$ cat config.mk
export PLATFORM = sky130hd
export DESIGN_NAME = apt_round_sat
export DESIGN_NICKNAME = d
export VERILOG_FILES = /design/src/sv/apt_pkg.sv /design/src/sv/apt_round_sat.sv
export SDC_FILE = /design/constraint.sdc
export NUM_CORES = 1
export LEC_CHECK = 0
export ABC_CLOCK_PERIOD_IN_PS = 800
export CORE_AREA = 2 2 165 167
export CTS_CLUSTER_SIZE = 20
export DETAILED_ROUTE_END_ITERATION = 7
export DIE_AREA = 0 0 167 169
export DONT_BUFFER_PORTS = 1
export HOLD_SLACK_MARGIN = 0.08
export MAX_ROUTING_LAYER = met4
export PLACE_DENSITY_LB_ADDON = 0.15
export SLEW_MARGIN = 25
export SYNTH_ARGS = -nofsm -noshare
export SYNTH_HDL_FRONTEND = slang
export SYNTH_SLANG_ARGS = --single-unit
$ cat constraint.sdc
create_clock -name clk_i -period 0.8 [get_ports clk_i]
set_input_delay 0.16 -clock clk_i [delete_from_list [all_inputs] [get_ports clk_i]]
set_output_delay 0.16 -clock clk_i [all_outputs]
set_load 0.01 [all_outputs]
$ cat src/sv/apt_pkg.sv
package apt_pkg;

  localparam int COORD_BITS   = 24;
  localparam int COEFF_BITS   = 16;
  localparam int NUM_AXES     = 3;
  localparam int ROW_BITS     = COEFF_BITS * NUM_AXES;
  localparam int VEC_BITS     = COORD_BITS + 1;
  localparam int PROD_BITS    = COEFF_BITS + VEC_BITS;
  localparam int ACC_BITS     = PROD_BITS + 2;
  localparam int RES_BITS     = ACC_BITS + 1;

  localparam int NUM_REGS      = 6;
  localparam int APB_DATA_BITS = 64;
  localparam int APB_ADDR_BITS = $clog2(8 * NUM_REGS);
  localparam int REG_IDX_BITS  = APB_ADDR_BITS - 3;

  localparam logic signed [COORD_BITS-1:0] COORD_MAX = {1'b0, {(COORD_BITS-1){1'b1}}};
  localparam logic signed [COORD_BITS-1:0] COORD_MIN = {1'b1, {(COORD_BITS-1){1'b0}}};

  localparam logic [COEFF_BITS-1:0] COEFF_ONE = COEFF_BITS'(16'h4000);

  typedef enum logic [REG_IDX_BITS-1:0] {
    REG_ROW0    = 3'd0,
    REG_ROW1    = 3'd1,
    REG_ROW2    = 3'd2,
    REG_SHIFT_X = 3'd3,
    REG_SHIFT_Y = 3'd4,
    REG_SHIFT_Z = 3'd5
  } cfg_reg_e;

  typedef struct packed {
    logic                   action;
    logic signed [COORD_BITS-1:0] point_x;
    logic signed [COORD_BITS-1:0] point_y;
    logic signed [COORD_BITS-1:0] point_z;
  } point_in_t;

  typedef struct packed {
    logic signed [COORD_BITS-1:0] out_x;
    logic signed [COORD_BITS-1:0] out_y;
    logic signed [COORD_BITS-1:0] out_z;
    logic                   saturated;
  } result_t;

  typedef struct packed {
    logic [NUM_AXES-1:0][ROW_BITS-1:0]   row;
    logic [NUM_AXES-1:0][COORD_BITS-1:0] shift;
  } cfg_t;

  // after operand prep
  typedef struct packed {
    logic                              valid;
    logic                              inverse;
    logic [NUM_AXES-1:0][VEC_BITS-1:0] vec;
  } stage1_t;

  // after the dot products
  typedef struct packed {
    logic                              valid;
    logic                              inverse;
    logic [NUM_AXES-1:0][ACC_BITS-1:0] acc;
  } stage3_t;

  function automatic logic signed [COEFF_BITS-1:0] coeff(
    input logic [NUM_AXES-1:0][ROW_BITS-1:0] row,
    input int unsigned                       i,
    input int unsigned                       j
  );
    return $signed(row[i][COEFF_BITS*j +: COEFF_BITS]);
  endfunction

endpackage

$ cat src/sv/apt_round_sat.sv
module apt_round_sat
  import apt_pkg::*;
#(
  parameter int FRAC_BITS = 14
) (
  input  logic    clk_i,
  input  logic    rst_ni,
  input  stage3_t s3_i,
  input  cfg_t    cfg_i,
  output logic    done_o,
  output result_t result_o
);

  localparam logic signed [RES_BITS-1:0] SAT_HI = RES_BITS'(COORD_MAX);
  localparam logic signed [RES_BITS-1:0] SAT_LO = RES_BITS'(COORD_MIN);

  logic signed [ACC_BITS-1:0]   shifted [NUM_AXES];
  logic signed [RES_BITS-1:0]   sum     [NUM_AXES];
  logic signed [COORD_BITS-1:0] clamped [NUM_AXES];
  logic [NUM_AXES-1:0]          clip;
  logic                         done_q;
  result_t                      result_q;

  always_comb begin
    for (int r = 0; r < NUM_AXES; r++) begin
      // arithmetic shift gives floor after the half was added
      shifted[r] = $signed(s3_i.acc[r]) >>> FRAC_BITS;
      if (s3_i.inverse) begin
        sum[r] = RES_BITS'(shifted[r]);
      end else begin
        sum[r] = RES_BITS'(shifted[r]) + RES_BITS'($signed(cfg_i.shift[r]));
      end
      priority if (sum[r] > SAT_HI) begin
        clamped[r] = COORD_MAX;
        clip[r]    = 1'b1;
      end else if (sum[r] < SAT_LO) begin
        clamped[r] = COORD_MIN;
        clip[r]    = 1'b1;
      end else begin
        clamped[r] = sum[r][COORD_BITS-1:0];
        clip[r]    = 1'b0;
      end
    end
  end

  always_ff @(posedge clk_i or negedge rst_ni) begin
    if (!rst_ni) begin
      done_q <= 1'b0;
    end else begin
      done_q <= s3_i.valid;
    end
  end

  always_ff @(posedge clk_i) begin
    if (s3_i.valid) begin
      result_q.out_x     <= clamped[0];
      result_q.out_y     <= clamped[1];
      result_q.out_z     <= clamped[2];
      result_q.saturated <= |clip;
    end
  end

  assign done_o   = done_q;
  assign result_o = result_q;

endmodule

==> summary.md <==
| Metric | Value |
|---|---|
| Main area contributors after synthesis | `edfxtp_1 25%, ha_1 13%, a21oi_1 7.1%` |
| Startpoint types | `input pin` |
| Final hold vios | `66` |
| Min cycle time layout | `2.922 ns` |
| EDFF count, synth | `73` |
| Top Ports | `423` |
| Die height | `169 µm` |
| Drt first-iter violations | `463` |
| Final #Nets | `1788` |
| Worst path most repeated cell | `o2111ai_4` |
| PD cells | `1471 nW/µm²` |
| Antenna cells | `0` |
| Filler cell count | `2591` |
| Count leader, synth | `a21oi_1` |
| Adder-cell area share of the yosys netlist | `13.23%` |
| Worst setup path endpoint | `result_o[45]$_SDFFCE_PN1P_` |
| Vias | `9179` |
| VDD IR max | `1.121 mV` |
| GRT Total Usage | `21.79%` |
| Xor and xnor area share after synthesis | `5.950%` |
| Finished Layout Cells | `1695` |
| Maximum level of the CTS H-tree | `3` |
| DRC violations left | `0` |
| WL/cell | `18.56 µm` |
| Area growth syn-to-layout | `45.40%` |
| Pre-antenna DRT Iters | `7` |
| Fraction of synthesized area in multiplexers | `2.089%` |
| Status | `finished with violations` |
| Failing checks | `hold timing, setup timing` |
| Clk pin slew, worst setup/hold paths | `0.07 ns` |
| Synth Area in Compound Gates | `31.94%` |
| Crit path kind | `input pin to flip-flop` |
| Syn Std Cell Area | `8685 µm²` |
| Initial antenna violation count | `0` |
| Static leakage | `5.216 nW` |
| Largest stage delay, worst path | `0.44 ns` |
| Routed vias/inst | `5.415` |
| Post-route clock period utilization | `365.2%` |
| Worst relative slew slack | `62.18%` |
| Post-synth top cells | `124 x a21oi_1, 95 x nor2_1, 92 x nand2_1` |
| Routed Antenna Nets | `0` |
| Worst setup EP type | `flip-flop` |
| Max-Cap Viols | `0` |
| WHS | `-0.1140 ns` |
| Syn Area/Cell | `8.109 µm²` |
| Critical path data arrival time | `3.01 ns` |
| Synthesized instance count | `1071` |
| Layout cells sized above 1 | `34.64%` |
| Worst path required time | `0.89 ns` |
| Die W | `167 µm` |
| Hold Crit Class | `input pin to flip-flop` |
| Top fanout value on the critical path | `6` |
| Number of synthesized register bits | `74` |
| Final WL | `31460 µm` |
| I/O Buffers | `0` |
| Post-DP HPWL | `23770 µm` |
| Max Freq | `0.3422 GHz` |
| Synth Net Count | `1510` |
| CTS Buf Count | `9` |
| Clk sink count | `74` |
| Final setup viols | `147` |
| YS warnings | `0` |
| Ys flop type | `edfxtp_1` |
| TritonCTS clock tree | `done` |
| PnR Total Power | `0.01857 W` |
| Main combinational cell family by area after synthesis | `compound AO/OA/AOI/OAI gates` |
| Site row count | `60` |
| Placed cell count | `1632` |
| Synth top area share | `25.24%` |
| Pin count of the biggest net entering global routing | `120` |
| Worst Tran Pin Value | `0.5659 ns` |
| Critical Path, Cell by Cell | `ha_4, inv_2, fa_2, nor2b_4, o2111ai_4, a2111oi_4, buf_4, o2111ai_4, a21oi_2, a211oi_1, a211o_1, or4_4, nand2b_4, clkbuf_16, o21ai_1` |
| Unrepaired setup endpoints after global routing | `yes` |
| Library cells used by synthesis | `83` |
| Starting Density | `32.77%` |
| Routability congestion estimate | `0.8963` |
| Root Buffer | `clkbuf_16` |
| Slowest CP cell | `or4_4` |
| Largest area contributor in the netlist | `edfxtp_1` |
| DIE AREA | `28220 µm²` |
| PnR worst setup slack | `-2.122 ns` |
| Total core area | `26500 µm²` |
| Vias in the first global route | `9025` |
| Longest Clk Path Bufs | `2` |
| Slew Limit Fails | `0` |
| Seq/Total Area, Yosys | `25.53%` |
| Ys async rst share | `1.351%` |
| # hold bufs at CTS | `15` |
| First-pass GRT wire length | `48010 µm` |
| Worst setup path start | `s3_i[57]` |
| Post-Synth Simple-Gate Area | `17.79%` |
| GRT overflow | `0` |
routing by layer:
layer	wire (µm)	GRT usage (%)	vias up
met3	2539	6.570	27
met4	395	4.160	0
li1	-	-	4620
met1	14390	28.40	4277
met5	0	-	-
met2	14130	33.71	255
stage by stage:
stage / hold slack [ns] / utilization, % / TNS, ns / instance area (µm²) / worst slack [ns]
floorplan: -0.1356 / - / -148.87 / 9114 / -2.273
global placement: -0.1355 / 42.69 / -167.89 / 11310 / -2.475
detailed placement: -0.1355 / 42.69 / -168.73 / 11310 / -2.491
CTS: -0.1487 / 47.13 / -150.56 / 12490 / -2.043
global route: -0.1510 / 47.65 / -159.92 / 12630 / -2.226
finish: -0.1140 / 47.65 / -150.20 / 12630 / -2.122
worst min-delay path by stage:
stage | start | end | slack [ns] | cells after the start
after floorplan | rst_ni | done_o$_DFF_PN0_ | -0.14 | 0
after global placement | rst_ni | done_o$_DFF_PN0_ | -0.14 | 0
after detailed placement | rst_ni | done_o$_DFF_PN0_ | -0.14 | 0
after CTS | s3_i[130] | done_o$_DFF_PN0_ | -0.15 | 0
after global routing | s3_i[130] | done_o$_DFF_PN0_ | -0.15 | 0
final | s3_i[130] | done_o$_DFF_PN0_ | -0.11 | 0
cell type report:
class                           count  area [µm²]  area share, %
Clock buffer                       10       229.0          1.813
Clock inverter                      6       66.31         0.5252
Inverter                           23       88.84         0.7035
Multi-Input combinational cell    924        6968          55.18
Sequential cell                    74        2217          17.56
Tap cell                          341       426.7          3.379
Timing Repair Buffer              317        2631          20.84
timing repair:
item,CTS,global route
hold endpoints to repair,97,74
resized for setup,79,28
buffers inserted,20,7
setup endpoints to repair,147,147
pin swaps,45,21
gates cloned,7,3
where the power goes:
group	switching [W]	internal (W)	total (W)
clock network	0.00182	0.00243	0.00425
registers	0.000485	0.00500	0.00549
logic	0.00430	0.00454	0.00884
total	0.00660	0.0120	0.0186
registers in the layout, summed over array words and instances, names as in the netlist:
name and cells:
result_o 73, done_o 1
critical path, delay by kind of cell:
family	cells	cell delay (ns)
AO/OA/AOI/OAI	7	1.22
AND/OR/NAND/NOR	3	0.75
adder cells (fa/ha/maj)	2	0.48
buffers and inverters	3	0.38
cells in the final DEF, fill, tap and decap left out, drive strengths merged, types with 4 or more instances in the layout:
cell,netlist,routed
o21a,19,20
a21oi,144,144
nand2,92,92
or2,4,4
a211oi,15,15
nand2b,15,15
and2,6,6
nand3,22,22
a2111oi,4,4
inv,22,23
ha,87,87
clkbuf,39,12
edfxtp,73,73
buf,12,300
xor2,31,31
dlygate4sd3,0,15
a31oi,13,13
xnor2,28,28
a31o,5,5
o21bai,11,11
nor3,19,19
nand4,22,22
o21ai,124,124
o31ai,7,7
a21o,35,35
o211ai,13,13
or4,4,4
and3,13,13
nor2b,16,16
nor2,95,95
mux2i,17,17
cells by family after synthesis:
logic type | count (synthesis)
compound gates | 432
simple gates | 324
fa+ha+maj | 90
buf+inv | 74
flops | 74
xor+xnor | 59
mux | 18
Power figures use the tool's default switching activity.
