### config.mk
export PLATFORM = sky130hd
export DESIGN_NAME = apt_prep
export DESIGN_NICKNAME = d
export VERILOG_FILES = /design/src/sv/apt_pkg.sv /design/src/sv/apt_prep.sv
export SDC_FILE = /design/constraint.sdc
export NUM_CORES = 1
export LEC_CHECK = 0
export ABC_CLOCK_PERIOD_IN_PS = 800
export BUFFER_PORTS_ARGS = -buffer_cell sky130_fd_sc_hd__buf_2
export CAP_MARGIN = 20
export CORE_AREA = 2 2 145 147
export CTS_CLUSTER_DIAMETER = 80
export DETAILED_ROUTE_END_ITERATION = 10
export DIE_AREA = 0 0 147 149
export PLACE_DENSITY = 0.67
export SYNTH_ARGS = -nofsm -noshare
export SYNTH_HDL_FRONTEND = slang
export SYNTH_SLANG_ARGS = --single-unit
### constraint.sdc
create_clock -name clk_i -period 0.8 [get_ports clk_i]
set_input_delay 0.04 -clock clk_i [delete_from_list [all_inputs] [get_ports clk_i]]
set_output_delay 0.04 -clock clk_i [all_outputs]
set_load 0.05 [all_outputs]
### src/sv/apt_pkg.sv
package apt_pkg;

  localparam int COORD_BITS   = 24;
  localparam int COEFF_BITS   = 16;
  localparam int NUM_AXES     = 3;
  localparam int ROW_BITS     = COEFF_BITS * NUM_AXES;
  localparam int VEC_BITS     = COORD_BITS + 1;
  localparam int PROD_BITS    = COEFF_BITS + VEC_BITS;
  localparam int ACC_BITS     = PROD_BITS + 2;
  localparam int RES_BITS     = ACC_BITS + 1;

  localparam int NUM_REGS      = 6;
  localparam int APB_DATA_BITS = 64;
  localparam int APB_ADDR_BITS = $clog2(8 * NUM_REGS);
  localparam int REG_IDX_BITS  = APB_ADDR_BITS - 3;

  localparam logic signed [COORD_BITS-1:0] COORD_MAX = {1'b0, {(COORD_BITS-1){1'b1}}};
  localparam logic signed [COORD_BITS-1:0] COORD_MIN = {1'b1, {(COORD_BITS-1){1'b0}}};

  localparam logic [COEFF_BITS-1:0] COEFF_ONE = COEFF_BITS'(16'h4000);

  typedef enum logic [REG_IDX_BITS-1:0] {
    REG_ROW0    = 3'd0,
    REG_ROW1    = 3'd1,
    REG_ROW2    = 3'd2,
    REG_SHIFT_X = 3'd3,
    REG_SHIFT_Y = 3'd4,
    REG_SHIFT_Z = 3'd5
  } cfg_reg_e;

  typedef struct packed {
    logic                   action;
    logic signed [COORD_BITS-1:0] point_x;
    logic signed [COORD_BITS-1:0] point_y;
    logic signed [COORD_BITS-1:0] point_z;
  } point_in_t;

  typedef struct packed {
    logic signed [COORD_BITS-1:0] out_x;
    logic signed [COORD_BITS-1:0] out_y;
    logic signed [COORD_BITS-1:0] out_z;
    logic                   saturated;
  } result_t;

  typedef struct packed {
    logic [NUM_AXES-1:0][ROW_BITS-1:0]   row;
    logic [NUM_AXES-1:0][COORD_BITS-1:0] shift;
  } cfg_t;

  // after operand prep
  typedef struct packed {
    logic                              valid;
    logic                              inverse;
    logic [NUM_AXES-1:0][VEC_BITS-1:0] vec;
  } stage1_t;

  // after the dot products
  typedef struct packed {
    logic                              valid;
    logic                              inverse;
    logic [NUM_AXES-1:0][ACC_BITS-1:0] acc;
  } stage3_t;

  function automatic logic signed [COEFF_BITS-1:0] coeff(
    input logic [NUM_AXES-1:0][ROW_BITS-1:0] row,
    input int unsigned                       i,
    input int unsigned                       j
  );
    return $signed(row[i][COEFF_BITS*j +: COEFF_BITS]);
  endfunction

endpackage

### src/sv/apt_prep.sv
module apt_prep
  import apt_pkg::*;
(
  input  logic      clk_i,
  input  logic      rst_ni,
  input  logic      accept_i,
  input  point_in_t item_i,
  input  cfg_t      cfg_i,
  output stage1_t   s1_o
);

  logic signed [COORD_BITS-1:0]      pt [NUM_AXES];
  logic [NUM_AXES-1:0][VEC_BITS-1:0] vec_d;
  logic [NUM_AXES-1:0][VEC_BITS-1:0] vec_q;
  logic                              inv_q;
  logic                              valid_q;

  assign pt[0] = item_i.point_x;
  assign pt[1] = item_i.point_y;
  assign pt[2] = item_i.point_z;

  // inverse mode removes the translation first, at full width
  always_comb begin
    for (int k = 0; k < NUM_AXES; k++) begin
      if (item_i.action) begin
        vec_d[k] = VEC_BITS'(pt[k]) - VEC_BITS'($signed(cfg_i.shift[k]));
      end else begin
        vec_d[k] = VEC_BITS'(pt[k]);
      end
    end
  end

  always_ff @(posedge clk_i or negedge rst_ni) begin
    if (!rst_ni) begin
      valid_q <= 1'b0;
    end else begin
      valid_q <= accept_i;
    end
  end

  always_ff @(posedge clk_i) begin
    if (accept_i) begin
      vec_q <= vec_d;
      inv_q <= item_i.action;
    end
  end

  assign s1_o.valid   = valid_q;
  assign s1_o.inverse = inv_q;
  assign s1_o.vec     = vec_q;

endmodule

==> metrics.cfg, run 1 <==
[timing]
max_clock_freq_ghz = 0.497
worst_pin_slew_ns = 0.462
whs_ns = 0.00445
fin_ws_ns = -1.21
finalHoldViolCount = 0
post-route-period-util = 2.52
setup_viol_count_final = 147
slew_violations = 0
rsz0062_at_grt = yes
max_slew_margin = 0.689
fin_crit_ns = 2.01

[synthesis]
ys_ff_latch = 77
ys_top_cells_by_count = inv_1 (95), edfxtp_1 (76), ha_1 (72)
synthFlopType = edfxtp_1
seq_area_frac_synth = 0.328
yosys.cell_types.count = 62
synthDominantCellAreaShare = 0.325
synth.area.top_cells = edfxtp_1 (32%), ha_1 (13%), mux2_2 (7.7%)
synthArstFlopShare = 0.0130
syn-num-nets = 1117
yosysWarnings = 0
syn_area_um2 = 7030
postSynthCellCount = 750
yosysMostFrequentCell = inv_1
synth_area_per_cell_um2 = 9.38
yosys.area.top_type = edfxtp_1
synth_edf_count = 76

[cts]
clk_pin_slew_worst_paths_ns = 0.07
cts-root-buf = clkbuf_16
clock_sinks = 77
clockBufferDepth = 2
cts_tree = done
cts_buffers = 9
cts.htree.levels = 3

[die]
coreArea_um2 = 20600
rows = 53
die_width_um = 147
pin_count = 369
initial_core_util = 0.342
fp.dieH_um = 149
die_area_um2 = 21900

[setup_path]
worstPathRequired_ns = 0.89
path_class = in -> reg
worstSetupEndpointType = flop
crit_fanout = 4
start_kind = primary input
arrival_ns = 2.10
cp-startpoint = cfg_i[5]

[min_path]
holdPathEnd = s1_o[69]
hold_start = item_i[19]
hold_path_class = in -> reg
hold_depth = 2

[cells_and_area]
areaGrowthSynthToFinish_pct = 82.2
fin_util = 0.623
final_nets = 1561
n_fill_cell = 1575
layout-drive-gt1-share = 0.585
fin_cells = 1477

[grt]
grt_pass1_wl_mm = 36.6
grt_max_degree = 37
grt_overflow = 0
grt_pass1_vias = 7355
track_usage = 0.211
antenna_found_initial = 4

[route]
wl_mm = 24.1
drt-pass1-iter-count = 6
viasPerCell = 4.95
drcViolationCount = 0
postRouteAntennaNets = 0
dr_total_vias = 7315
wl_per_cell_um = 16.3
drtIter0Drc = 346

[placed_design]
dp.cells = 1423
hpwlAfterDp_mm = 17.7
io_buffers = 224
place.gp.congestion = 0.895

[pwr]
worst_ir_drop_vdd_mv = 1.11
power.density_nw_per_um2 = 1630
totalPowerFinal_w = 0.0209
p_leak_nw = 6.00

[outcome]
violations = negative setup slack
run_status = complete, but fails checks

[job]
maxCapViolCount = 0

[area by class of cell]
cell class                 instances  area (um2)  area share
antenna                            3        7.51    0.000586
multi-input combinational        556        5610       0.438
clock buffer                       9         225      0.0176
inverter                          95         474      0.0370
timing repair buffer             455        3720       0.291
clock inverter                     7         123     0.00957
sequential                        77        2310       0.180
tap                              275         344      0.0269
[how the worst max path moves through the flow]
stage | end | depth (start not counted)
CTS | s1_o[17] | 11
global placement | s1_o[17] | 11
detailed placement | s1_o[72] | 12
global route | s1_o[22] | 11
floorplan | s1_o[45] | 11
finish | s1_o[22] | 11
[registers in the layout, summed over array words and instances (netlist names)]
register,cells
inv_q,1
s1_o,75
valid_q,1
[routing by layer]
metal / part of all wire / routed length (um) / track usage
met3: 0.071 / 1700 / 0.0560
met2: 0.47 / 11400 / 0.360
met4: 0.014 / 337 / 0.0462
met1: 0.44 / 10600 / 0.270
met5: 0.0012 / 30 / 0
[cells in the final DEF, fill, tap and decap left out, types with 6 or more instances in the layout]
cell       netlist  final
a21oi_2          0     21
inv_1           95     73
buf_12           0      7
xor2_1          20     18
buf_2            0    124
a21oi_4          0      8
ha_4             0     29
o21ai_4          0      6
mux2_4           0     41
buf_4            2    189
a21o_1          38     38
xnor2_1         35     24
o21ai_2          0     12
buf_6            0    126
nand3_1          9      8
inv_12           0      8
inv_2            0      9
o21bai_1        12      9
o21ai_0         21     14
o21a_1           9      9
xnor2_2          0     10
nor3_1          10      7
nor2_2           0      6
nand2_1         40     32
a21oi_1         69     40
mux2i_1          6      6
edfxtp_1        76     76
ha_1            72     39
o21ai_1         21     10
nand4_1         12     12
buf_8            0      7
nand2_2          0      6
nor2_1          39     31
mux2_2          48      7
clkbuf_16        0      9
[cells by family after synthesis]
family	share of synthesized area
fa+ha+maj	0.137
flops	0.328
compound gates	0.218
mux	0.0854
simple gates	0.0998
buf+inv	0.0635
xor+xnor	0.0685
[metrics by stage]
stage               worst slack, ns  instance area [um2]  setup TNS (ns)
CTS                           -1.18                12300          -72.54
floorplan                     -1.30                 7750          -64.20
global route                  -1.34                12800          -81.69
detailed placement            -1.63                10600          -91.09
finish                        -1.21                12800          -75.39
global placement              -1.57                10600          -89.43
[report_power, final]
part	total (W)	leakage, nW	switching, W	internal [W]
clock	0.00496	0.162	0.00189	0.00307
combinational	0.0105	5.08	0.00539	0.00513
sequential	0.00540	0.755	0.000281	0.00512
[worst max-delay path: stages]
cell and delay [ns]:
buf_2 0.10, inv_2 0.06, ha_4 0.20, a211oi_2 0.22, nor2_2 0.08, o31a_1 0.35
o31ai_4 0.29, a21boi_2 0.10, o41ai_2 0.39, xor2_1 0.17, a21oi_1 0.08
[timing repair]
action,4_1_cts,5_1_grt
gates cloned,0,0
pin swaps,85,72
hold endpoints to repair,4,0
setup buffers,25,21
endpoints found under the setup margin,149,149
hold buffers,2,0
resized for setup,319,89
No activity file was read; power rests on OpenSTA's default activity.
==> run 2, diff against run 1 <==
==> constraint.sdc (replaced) <==
create_clock -name clk_i -period 0.8 [get_ports clk_i]
set_input_delay 0.04 -clock clk_i [delete_from_list [all_inputs] [get_ports clk_i]]
set_output_delay 0.04 -clock clk_i [all_outputs]
set_load 0.005 [all_outputs]
==> run 2 against run 1 <==
Net effect: the flow still finishes with violations (negative setup slack); setup slack got worse by 0.0069 ns; combinational power fell by 22%; via count decreased by 0.46%; first-iteration DRC count increased by 3.5%; sequential power down 2%.
==> metrics.cfg, run 2 (synthesis results as in run 1) <==
[timing]
rsz0062_at_grt = yes
worst_pin_slew_ns = 0.474  ; +0.0117 ns
slew_violations = 0  ; unchanged
fin_crit_ns = 2.02  ; +0.00688 ns
post-route-period-util = 2.53  ; +0.00860
max_slew_margin = 0.681  ; -0.00785
setup_viol_count_final = 147  ; unchanged
max_clock_freq_ghz = 0.495  ; -0.34%
fin_ws_ns = -1.22  ; -0.00688 ns
finalHoldViolCount = 0  ; unchanged

[route]
postRouteAntennaNets = 0  ; unchanged
viasPerCell = 4.96  ; +0.15%
wl_mm = 23.8  ; -1.2%
wl_per_cell_um = 16.2  ; -0.55%
dr_total_vias = 7281  ; -0.46%
drtIter0Drc = 358  ; +3.5%
drt-pass1-iter-count = 5  ; -1
drcViolationCount = 0  ; unchanged

[grt]
grt_pass1_vias = 7282  ; -0.99%
grt_pass1_wl_mm = 36.0  ; -1.6%
grt_max_degree = 37  ; unchanged
grt_overflow = 0  ; unchanged
antenna_found_initial = 5  ; +1
track_usage = 0.208  ; -0.00295

[setup_path]
worstSetupEndpointType = flop
critPathSlowestCell = fa_2
slowest_delay_ns = 0.34  ; -0.05 ns
path_class = in -> reg
worstPathRequired_ns = 0.88  ; about the same
arrival_ns = 2.10  ; about the same
start_kind = primary input
worstPathCellList = buf_12 > inv_12 > ha_4 > fa_2 > nand2b_4 > a211oi_4 > o31a_1 > o31ai_4 > a21boi_2 > buf_4 > o21ai_4 > nand4_1 > o311ai_2
cp_num_buf_inv = 3  ; +1
crit_family = compound AO/OA/AOI/OAI gates
crit_fanout = 3  ; -1

[outcome]
run_status = complete, but fails checks
violations = negative setup slack

[cells_and_area]
layout_commonest_cell = buf_2
n_fill_cell = 1667  ; +5.8%
areaGrowthSynthToFinish_pct = 75.0
layout_common_cells = buf_2 (202), buf_4 (185), edfxtp_1 (76)
seq_area_um2 = 2310  ; unchanged
largest_register_ffs = 75  ; unchanged
multiInputGateArea_um2 = 5670  ; +1.0%
fin_cells = 1468  ; -0.61%
final_nets = 1552  ; -0.58%
layout-drive-gt1-share = 0.585  ; about the same

[die]
die_area_um2 = 21900  ; unchanged
coreArea_um2 = 20600  ; unchanged
rows = 53  ; unchanged
initial_core_util = 0.342  ; unchanged
pin_count = 369  ; unchanged
die_width_um = 147  ; unchanged
fp.dieH_um = 149  ; unchanged

[min_path]
hold_path_class = in -> reg

[cts]
clock_sinks = 77  ; unchanged
clk_pin_slew_worst_paths_ns = 0.07  ; about the same
cts_buffers = 9  ; unchanged
clockBufferDepth = 2  ; unchanged
cts-root-buf = clkbuf_16
cts.htree.levels = 3  ; unchanged
cts_tree = done

[pwr]
worst_ir_drop_vdd_mv = 0.950  ; -14%
p_leak_nw = 5.83  ; -2.8%
power.density_nw_per_um2 = 1490  ; -8.3%
totalPowerFinal_w = 0.0184  ; -12%

[placed_design]
pre_cts_ws_ns = -1.63  ; unchanged
hpwlAfterDp_mm = 17.7  ; unchanged
dp.cells = 1423  ; unchanged
place.gp.congestion = 0.895  ; unchanged
io_buffers = 224  ; unchanged

[job]
maxCapViolCount = 0  ; unchanged

## run 2: worst paths after layout
path | from | depth (start not counted) | endpoint | slack [ns]
min in group asynchronous | rst_ni | 3 | valid_q | 0.54
min | item_i[59] | 2 | s1_o[11] | 0.01
max | item_i[48] | 13 | s1_o[20] | -1.22
max in group asynchronous | rst_ni | 3 | valid_q | 0.16
## run 2: what timing repair did
item,4_1_cts,5_1_grt
cloned,0,0
hold buffers,2,0
hold endpoints to repair,4,0
endpoints found under the setup margin,149,149
gates resized for setup,165,93
pin swaps,85,58
setup buffers,25,16
## run 2: report_power, final
part	internal, W	total, W	switching, W
Combinational	0.00449	0.00817	0.00368
Clock	0.00307	0.00495	0.00188
Sequential	0.00510	0.00527	0.000164
Total	0.0127	0.0184	0.00572
## run 2: per-layer routing
layer / wire length [um] / track usage / up-vias / share of wire
li1: - / - / 3592 / -
met1: 10500 / 0.268 / 3394 / 0.44
met2: 11200 / 0.351 / 259 / 0.47
met3: 1840 / 0.0575 / 30 / 0.077
met4: 290 / 0.0457 / 6 / 0.012
met5: 44 / 0 / - / 0.0018
## run 2: cell type report
| class | count | share of cell area |
|---|---|---|
| diodes | 3 | 0.000610 |
| inverters | 95 | 0.0385 |
| multi-input cells | 556 | 0.461 |
| flip-flops and latches | 77 | 0.188 |
| clock inverters | 7 | 0.00997 |
| clock buffers | 9 | 0.0183 |
| repair buffers | 446 | 0.256 |
| well taps | 275 | 0.0280 |
## run 2: metrics by stage
step,cell area (um2),TNS [ns],utilization,hold slack (ns)
floorplan,7750,-64.20,-,-0.256
detailed placement,10600,-91.09,0.516,-0.182
CTS,11800,-68.28,0.576,-0.00284
global placement,10600,-89.43,0.516,-0.184
global route,12300,-76.16,0.598,0.00267
finish,12300,-69.07,0.598,0.0149
