[src/sv/apt_pkg.sv]
package apt_pkg;

  localparam int COORD_BITS   = 24;
  localparam int COEFF_BITS   = 16;
  localparam int NUM_AXES     = 3;
  localparam int ROW_BITS     = COEFF_BITS * NUM_AXES;
  localparam int VEC_BITS     = COORD_BITS + 1;
  localparam int PROD_BITS    = COEFF_BITS + VEC_BITS;
  localparam int ACC_BITS     = PROD_BITS + 2;
  localparam int RES_BITS     = ACC_BITS + 1;

  localparam int NUM_REGS      = 6;
  localparam int APB_DATA_BITS = 64;
  localparam int APB_ADDR_BITS = $clog2(8 * NUM_REGS);
  localparam int REG_IDX_BITS  = APB_ADDR_BITS - 3;

  localparam logic signed [COORD_BITS-1:0] COORD_MAX = {1'b0, {(COORD_BITS-1){1'b1}}};
  localparam logic signed [COORD_BITS-1:0] COORD_MIN = {1'b1, {(COORD_BITS-1){1'b0}}};

  localparam logic [COEFF_BITS-1:0] COEFF_ONE = COEFF_BITS'(16'h4000);

  typedef enum logic [REG_IDX_BITS-1:0] {
    REG_ROW0    = 3'd0,
    REG_ROW1    = 3'd1,
    REG_ROW2    = 3'd2,
    REG_SHIFT_X = 3'd3,
    REG_SHIFT_Y = 3'd4,
    REG_SHIFT_Z = 3'd5
  } cfg_reg_e;

  typedef struct packed {
    logic                   action;
    logic signed [COORD_BITS-1:0] point_x;
    logic signed [COORD_BITS-1:0] point_y;
    logic signed [COORD_BITS-1:0] point_z;
  } point_in_t;

  typedef struct packed {
    logic signed [COORD_BITS-1:0] out_x;
    logic signed [COORD_BITS-1:0] out_y;
    logic signed [COORD_BITS-1:0] out_z;
    logic                   saturated;
  } result_t;

  typedef struct packed {
    logic [NUM_AXES-1:0][ROW_BITS-1:0]   row;
    logic [NUM_AXES-1:0][COORD_BITS-1:0] shift;
  } cfg_t;

  // after operand prep
  typedef struct packed {
    logic                              valid;
    logic                              inverse;
    logic [NUM_AXES-1:0][VEC_BITS-1:0] vec;
  } stage1_t;

  // after the dot products
  typedef struct packed {
    logic                              valid;
    logic                              inverse;
    logic [NUM_AXES-1:0][ACC_BITS-1:0] acc;
  } stage3_t;

  function automatic logic signed [COEFF_BITS-1:0] coeff(
    input logic [NUM_AXES-1:0][ROW_BITS-1:0] row,
    input int unsigned                       i,
    input int unsigned                       j
  );
    return $signed(row[i][COEFF_BITS*j +: COEFF_BITS]);
  endfunction

endpackage

[src/sv/apt_cfg_regs.sv]
module apt_cfg_regs
  import apt_pkg::*;
(
  input  logic                     clk_i,
  input  logic                     rst_ni,
  input  logic                     psel,
  input  logic                     penable,
  input  logic                     pwrite,
  input  logic [APB_ADDR_BITS-1:0] paddr,
  input  logic [APB_DATA_BITS-1:0] pwdata,
  output logic [APB_DATA_BITS-1:0] prdata,
  output logic                     pready,
  output cfg_t                     cfg_o
);

  logic [NUM_AXES-1:0][ROW_BITS-1:0]   row_q;
  logic [NUM_AXES-1:0][COORD_BITS-1:0] shift_q;
  logic                                wr_en;
  cfg_reg_e                            reg_sel;

  assign pready  = 1'b1;
  assign wr_en   = psel & penable & pwrite;
  assign reg_sel = cfg_reg_e'(paddr[APB_ADDR_BITS-1:3]);

  always_ff @(posedge clk_i or negedge rst_ni) begin
    if (!rst_ni) begin
      for (int i = 0; i < NUM_AXES; i++) begin
        row_q[i]   <= ROW_BITS'(COEFF_ONE) << (COEFF_BITS * i);
        shift_q[i] <= '0;
      end
    end else if (wr_en) begin
      unique case (reg_sel)
        REG_ROW0:    row_q[0]   <= pwdata[ROW_BITS-1:0];
        REG_ROW1:    row_q[1]   <= pwdata[ROW_BITS-1:0];
        REG_ROW2:    row_q[2]   <= pwdata[ROW_BITS-1:0];
        REG_SHIFT_X: shift_q[0] <= pwdata[COORD_BITS-1:0];
        REG_SHIFT_Y: shift_q[1] <= pwdata[COORD_BITS-1:0];
        REG_SHIFT_Z: shift_q[2] <= pwdata[COORD_BITS-1:0];
        default: ;
      endcase
    end
  end

  always_comb begin
    unique case (reg_sel)
      REG_ROW0:    prdata = APB_DATA_BITS'(row_q[0]);
      REG_ROW1:    prdata = APB_DATA_BITS'(row_q[1]);
      REG_ROW2:    prdata = APB_DATA_BITS'(row_q[2]);
      REG_SHIFT_X: prdata = APB_DATA_BITS'(shift_q[0]);
      REG_SHIFT_Y: prdata = APB_DATA_BITS'(shift_q[1]);
      REG_SHIFT_Z: prdata = APB_DATA_BITS'(shift_q[2]);
      default:     prdata = '0;
    endcase
  end

  assign cfg_o.row   = row_q;
  assign cfg_o.shift = shift_q;

endmodule

[config.mk]
export PLATFORM = sky130hd
export DESIGN_NAME = apt_cfg_regs
export DESIGN_NICKNAME = d
export VERILOG_FILES = /design/src/sv/apt_pkg.sv /design/src/sv/apt_cfg_regs.sv
export SDC_FILE = /design/constraint.sdc
export NUM_CORES = 1
export LEC_CHECK = 0
export BUFFER_PORTS_ARGS = -buffer_cell sky130_fd_sc_hd__buf_2
export CAP_MARGIN = 15
export CORE_UTILIZATION = 50
export DETAILED_ROUTE_END_ITERATION = 10
export HOLD_SLACK_MARGIN = 0.08
export PLACE_DENSITY = 0.8
export SLEW_MARGIN = 5
export SYNTH_ARGS = -nofsm -noshare
export SYNTH_HDL_FRONTEND = slang
export SYNTH_SLANG_ARGS = --single-unit
export TNS_END_PERCENT = 10
[constraint.sdc]
create_clock -name clk_i -period 2.7 [get_ports clk_i]
set_input_delay 0.81 -clock clk_i [delete_from_list [all_inputs] [get_ports clk_i]]
set_output_delay 0.81 -clock clk_i [all_outputs]
set_load 0.02 [all_outputs]
==> flow_metrics.env, run 1 <==
export IMPL_nNetsFinal=1199
export IMPL_ctsHoldBuffers=0
export IMPL_yosysSeqAreaShare_pct=53.13
export IMPL_io_pins=356
export IMPL_fp_dieH_um=144.7
export IMPL_p_total_uw=10640
export IMPL_peakVddDrop_v=0.0005640
export IMPL_tns_ns=-0.03933
export IMPL_rows=51
export IMPL_final_cell_mix="292 x buf_2, 236 x mux2_2, 213 x dfrtp_1, 61 x buf_4, 51 x nand2_1"
export IMPL_clkPwrFrac_pct=28.7
export IMPL_switching_share_pct=33.83
export IMPL_path_max_fanout=11
export IMPL_grt_pass1_wl_um=43890
export IMPL_period_share_pct=100.9
export IMPL_final_area_um2=13560
export IMPL_netlist_instances=771
export IMPL_comb_power_share_pct=30.2
export IMPL_leakage_uw=0.006756
export IMPL_clk_latency_ns=0.49
export IMPL_routed_wirelength_um=29260
export IMPL_antenna_left=0
export IMPL_pre_cts_ws_ns=-0.2658
export IMPL_met2_usage_pct=46.05
export IMPL_largest_reg_flops=216
export IMPL_status="finished with violations"
export IMPL_yosysUniqueCellTypes=35
export IMPL_maxCapViolations=0
export IMPL_startpoint_type="input pin"
export IMPL_synth_simple_area_share_pct=6.146
export IMPL_cp_required_ns=1.89
export IMPL_max_freq_mhz=367.0
export IMPL_setup_slack_ns=-0.02474
export IMPL_gp_congestion=0.8097
export IMPL_port_buffers=319
export IMPL_switchingPower_uw=3600
export IMPL_grt_pass1_vias=7771
export IMPL_synthMuxAreaShare_pct=30.89
export IMPL_cp_end_kind="output pin"
export IMPL_antenna_found_initial=1
export IMPL_synth_top_family_by_area="multiplexers"
export IMPL_hold_viol=0
export IMPL_p_int_uw=7042
export IMPL_yosys_top_cells_area="dfrtp_1 52%, mux2_2 26%, mux2i_1 4.2%, buf_4 2.7%, nand2_1 1.9%"
export IMPL_synth_xor_area_share_pct=0
export IMPL_grt_overflow_total=0
export IMPL_synth_largest_area_cell="dfrtp_1"
export IMPL_drt_vias_per_instance=5.628
export IMPL_avgSynthCellArea_um2=13.20
export IMPL_drt_iter0_drc=359
export IMPL_track_usage_pct=27.80
export IMPL_grtUsageMet3_pct=5.429
export IMPL_top_usage_layer="met2"
export IMPL_post_dp_hpwl_um=19720
export IMPL_yosys_warnings=0
export IMPL_cts_sinks=216
export IMPL_via_count=7902
export IMPL_clock_skew_ns=0
export IMPL_cts_max_path_buffers=3
export IMPL_tritoncts="built"
export IMPL_hold_ws_ns=0.2216
export IMPL_met1_usage_pct=35.27
export IMPL_cts_buffers=23
export IMPL_power_density_nw_per_um2=785.0
export IMPL_place_area_um2=12460
export IMPL_synth_area_um2=10180
export IMPL_nFillCells=1403
export IMPL_seqPwrFrac_pct=41.2
export IMPL_dr_pass1_iters=4
export IMPL_slew_violations=0
export IMPL_synth_seq_cells=216
export IMPL_violations="negative setup slack"
export IMPL_fin_crit_ns=2.725
export IMPL_rsz0062_at_grt="true"
export IMPL_yosys_area_top_type_share_pct=52.36
export IMPL_grt_max_degree=58
export IMPL_hp_class="input pin to asynchronous set/reset pin"
export IMPL_drc=0
export IMPL_dieArea_um2=20930
export IMPL_path_clk_slew_ns=0.06
export IMPL_area_growth_syn_to_layout_pct=33.17
export IMPL_synth_compound_area_share_pct=5.297
export IMPL_htreeDepth=1
export IMPL_die_width_um=144.7
export IMPL_setup_viol=2
export IMPL_layout_commonest_cell="buf_2"
export IMPL_synth_fa_ha_area_share_pct=0
export IMPL_crit_type="input pin to output pin"
export IMPL_wire_per_inst_um=20.84
export IMPL_start_util_pct=51.63
export IMPL_clockRootBuffer="clkbuf_16"
export IMPL_cp_arrival_ns=1.91
export IMPL_core_area_um2=19720
export IMPL_drive_gt1_share_pct=62.83
-- logic make-up after synthesis --
family,after synthesis
AO/OA/AOI/OAI,82
buffers and inverters,73
flip-flops,216
multiplexers,284
other,2
AND/OR/NAND/NOR,114
-- per-layer routing --
layer	vias up	wire length (um)	share of wire, %
li1	3467	-	-
met1	4006	11740	40
met2	348	14440	49
met3	81	1905	6.5
met4	0	1178	4.0
met5	-	0	0
-- final timing paths --
check | start | to | slack [ns] | cells after the start
max | paddr[5] | prdata[8] | -0.02 | 6
min | rst_ni | cfg_o[135] | 0.22 | 1
max reg2reg | cfg_o[28] | cfg_o[28] | 1.89 | 1
min reg2reg | cfg_o[210] | cfg_o[210] | 0.52 | 1
max in group asynchronous | rst_ni | cfg_o[214] | 1.74 | 2
min in group clk_i | cfg_o[210] | cfg_o[210] | 0.52 | 1
-- worst max-delay path, stage by stage --
cell	delay (ns)
bufbuf_16	0.27
nor2b_4	0.15
buf_4	0.18
a221oi_1	0.09
a31oi_1	0.21
buf_2	0.21
-- power groups by stage --
stage / Sequential [uW] / Clock (uW) / Combinational [uW]
after floorplan: 5130 / 0 / 1140
after global placement: 4390 / 0 / 3050
after detailed placement: 4420 / 0 / 3110
after CTS: 4370 / 3100 / 3170
after global routing: 4470 / 3230 / 3420
final: 4380 / 3050 / 3210
-- synthesized netlist by cell type --
master,count
inv_2,1
a32oi_1,9
o21a_1,3
o21ai_0,3
nor2b_1,12
conb_1,2
and3b_1,1
dfrtp_1,213
dfstp_2,3
a31oi_1,7
nor2_2,2
buf_2,24
or2_2,24
nand2_1,51
a21oi_1,36
nor3_4,1
mux2i_1,43
mux2_1,5
or3_1,3
nor3b_1,9
a211o_1,3
nand4_1,1
nand3_1,3
nor2_1,2
buf_4,36
clkbuf_1,8
nand4b_4,1
buf_6,2
o221ai_1,5
nand2b_1,2
a221oi_1,7
nor3_2,2
mux2_2,236
o211ai_1,9
buf_1,2
-- through the flow --
step / utilization, % / std cells
finish: 68.75 / 1404
global route: 68.75 / 1404
floorplan: - / 786
detailed placement: 63.20 / 1357
CTS: 67.79 / 1401
global placement: 63.20 / 1357
-- repair_timing --
action / CTS / global route
pin swaps: 2 / 4
endpoints found under the setup margin: 48 / 34
gates cloned: 4 / 0
gates resized for setup: 22 / 47
buffers inserted: 1 / 2
-- area by class of cell --
class / instances / area [um2] / share of cell area (%)
Clock inverter: 3 / 43.79 / 0.3230
Multi-Input combinational cell: 497 / 4542 / 33.50
Tap cell: 265 / 331.6 / 2.446
Timing Repair Buffer: 385 / 2547 / 18.79
Clock buffer: 36 / 674.4 / 4.975
Inverter: 1 / 6.256 / 0.04615
Sequential cell: 216 / 5409 / 39.90
Antenna cell: 1 / 2.502 / 0.01846
(Power assumes the default switching activity.)
==> run 2, diff against run 1 <==
--- a/config.mk
+++ b/config.mk
@@ -7,6 +7,7 @@
 export LEC_CHECK = 0
 export BUFFER_PORTS_ARGS = -buffer_cell sky130_fd_sc_hd__buf_2
 export CAP_MARGIN = 15
+export CORE_ASPECT_RATIO = 0.9
 export CORE_UTILIZATION = 50
 export DETAILED_ROUTE_END_ITERATION = 10
 export HOLD_SLACK_MARGIN = 0.08
==> run 2 against run 1 <==
Against the previous run: final cell count is 0.57% lower; register-to-register slack worse by 0.02 ns; sequential cell count stayed put; hold slack better by 0.063 ns; non-clock buffer count is 3 lower; clock power is 4% higher; fmax is 0.73% higher; utilization is 0.83 points lower; count of clock-buffer cells in the layout is 2 higher; largest power group unchanged; first-iteration DRC count is 17% lower; the run ends with design-rule violations, negative setup slack left; routed wire length is 1.6% lower; cell area is 0.15% higher.
==> flow_metrics.env, run 2 (synthesized netlist as in run 1, its figures left out) <==
export IMPL_status="finished with violations"
export IMPL_violations="design-rule violations, negative setup slack"
export IMPL_tightestPinTransition_ns=0.5127
export IMPL_drt_vias_per_instance=5.572
export IMPL_clock_skew_ns=0
export IMPL_r2r_cells=1
export IMPL_drc=21
export IMPL_clkPwrFrac_pct=29.5
export IMPL_cts_max_path_buffers=3
export IMPL_crit_chain="buf_4 > buf_12 > mux2i_1 > or2_2 > a21oi_2 > buf_4"
export IMPL_setup_viol=1
export IMPL_nFillCells=1491
export IMPL_power_density_nw_per_um2=791.7
export IMPL_p_int_uw=7144
export IMPL_cp_common_cell="buf_4"
export IMPL_fin_util_pct=67.93
export IMPL_hold_viol=0
export IMPL_path_max_fanout=15
export IMPL_ctsHoldBuffers=0
export IMPL_dr_pass1_iters=8
export IMPL_htreeDepth=1
export IMPL_antenna_found_initial=2
export IMPL_clk_latency_ns=0.50
export IMPL_tns_ns=-0.005021
export IMPL_io_pins=356
export IMPL_r2r_end="cfg_o[173]"
export IMPL_fp_dieH_um=137.4
export IMPL_top_usage_layer="met2"
export IMPL_r2r_slack_ns=1.87
export IMPL_switching_share_pct=33.54
export IMPL_track_usage_pct=26.30
export IMPL_tritoncts="built"
export IMPL_cts_buffers=24
export IMPL_gp_congestion=0.8316
export IMPL_cts_sinks=216
export IMPL_max_freq_mhz=369.7
export IMPL_rsz0062_at_grt="true"
export IMPL_final_cell_mix="285 x buf_2, 236 x mux2_2, 213 x dfrtp_1, 67 x buf_4, 51 x nand2_1"
export IMPL_setup_slack_ns=-0.005021
export IMPL_drive_gt1_share_pct=63.39
export IMPL_grt_pass1_vias=7848
export IMPL_seqPwrFrac_pct=40.8
export IMPL_die_width_um=152.4
export IMPL_relSlewSlack_pct=65.82
export IMPL_met1_usage_pct=32.16
export IMPL_max_stage_delay_ns=0.30
export IMPL_area_growth_syn_to_layout_pct=33.37
export IMPL_clockRootBuffer="clkbuf_16"
export IMPL_cp_required_ns=1.89
export IMPL_met2_usage_pct=46.24
export IMPL_pre_cts_ws_ns=-0.2966
export IMPL_grt_max_degree=60
export IMPL_cpMaxStageDelayCell="or2_2"
export IMPL_comb_power_share_pct=29.7
export IMPL_grt_pass1_wl_um=43150
export IMPL_startpoint_type="input pin"
export IMPL_grt_overflow_total=0
export IMPL_wire_per_inst_um=20.62
export IMPL_drt_iter0_drc=297
export IMPL_antenna_left=0
export IMPL_layout_commonest_cell="buf_2"
export IMPL_via_count=7779
export IMPL_maxCapViolations=0
export IMPL_cp_arrival_ns=1.90
export IMPL_cp_end_kind="output pin"
export IMPL_r2r_start="cfg_o[173]"
export IMPL_period_share_pct=100.2
export IMPL_crit_type="input pin to output pin"
export IMPL_fin_crit_ns=2.705
export IMPL_hp_class="input pin to asynchronous set/reset pin"
export IMPL_grtUsageMet3_pct=6.386
export IMPL_nNetsFinal=1198
export IMPL_leakage_uw=0.006761
export IMPL_start_util_pct=50.93
export IMPL_rows=49
export IMPL_slew_violations=0
export IMPL_port_buffers=319
export IMPL_peakVddDrop_v=0.0005372
export IMPL_routed_wirelength_um=28780
export IMPL_dieArea_um2=20940
export IMPL_switchingPower_uw=3605
export IMPL_post_dp_hpwl_um=19310
export IMPL_largest_reg_flops=216
export IMPL_path_clk_slew_ns=0.05
export IMPL_core_area_um2=19990
run 2: final cells by class:
class	count	area, um2	area share [%]
sequential	216	5409	39.84
multi-input combinational	498	4561	33.59
timing repair buffer	382	2500	18.41
clock buffer	38	754.5	5.557
tap	255	319.1	2.350
clock inverter	4	25.02	0.1843
antenna	2	5.005	0.03686
inverter	1	3.754	0.02765
run 2: metrics by stage:
| stage | hold slack (ns) | std cells | instance area, um2 | total power, uW |
|---|---|---|---|---|
| after detailed placement | 0.5022 | 1346 | 12390 | 7516 |
| after global placement | 0.4933 | 1346 | 12390 | 7421 |
| after global routing | 0.3099 | 1396 | 13580 | 11210 |
| final | 0.2849 | 1396 | 13580 | 10750 |
| after floorplan | 0.5144 | 786 | 10250 | 6271 |
| after CTS | 0.2876 | 1390 | 13290 | 10770 |
run 2: power groups by stage:
stage | registers, uW | logic [uW] | clock network (uW)
after global placement | 4390 | 3030 | 0
after global routing | 4470 | 3380 | 3360
final | 4380 | 3190 | 3180
after detailed placement | 4420 | 3090 | 0
after CTS | 4370 | 3140 | 3260
after floorplan | 5130 | 1140 | 0
run 2: routing by layer:
metal	share of wire, %	wire, um	vias up
li1	-	-	3456
met1	41	11670	3969
met2	50	14450	296
met3	6.7	1942	58
met4	2.5	722	0
met5	0	0	-
run 2: worst max path at each step:
stage	startpoint	cells past startpoint	to	slack, ns
floorplan	paddr[3]	6	prdata[15]	-0.09
global placement	paddr[3]	5	prdata[7]	-0.27
detailed placement	paddr[5]	6	prdata[1]	-0.30
CTS	paddr[5]	6	prdata[7]	-0.03
global route	paddr[4]	7	prdata[26]	-0.06
finish	paddr[4]	6	prdata[26]	-0.005
run 2: worst max-delay path: cells and delay by family:
kind                   cells  cell delay, ns
multiplexers               1            0.14
AO/OA/AOI/OAI              1            0.15
buffers and inverters      3            0.47
AND/OR/NAND/NOR            1            0.30
run 2: timing repair:
action / in CTS / in global routing
endpoints found under the setup margin: 30 / 41
pin swaps: 1 / 3
gates resized for setup: 19 / 57
buffers inserted: 0 / 1
cloned: 2 / 3
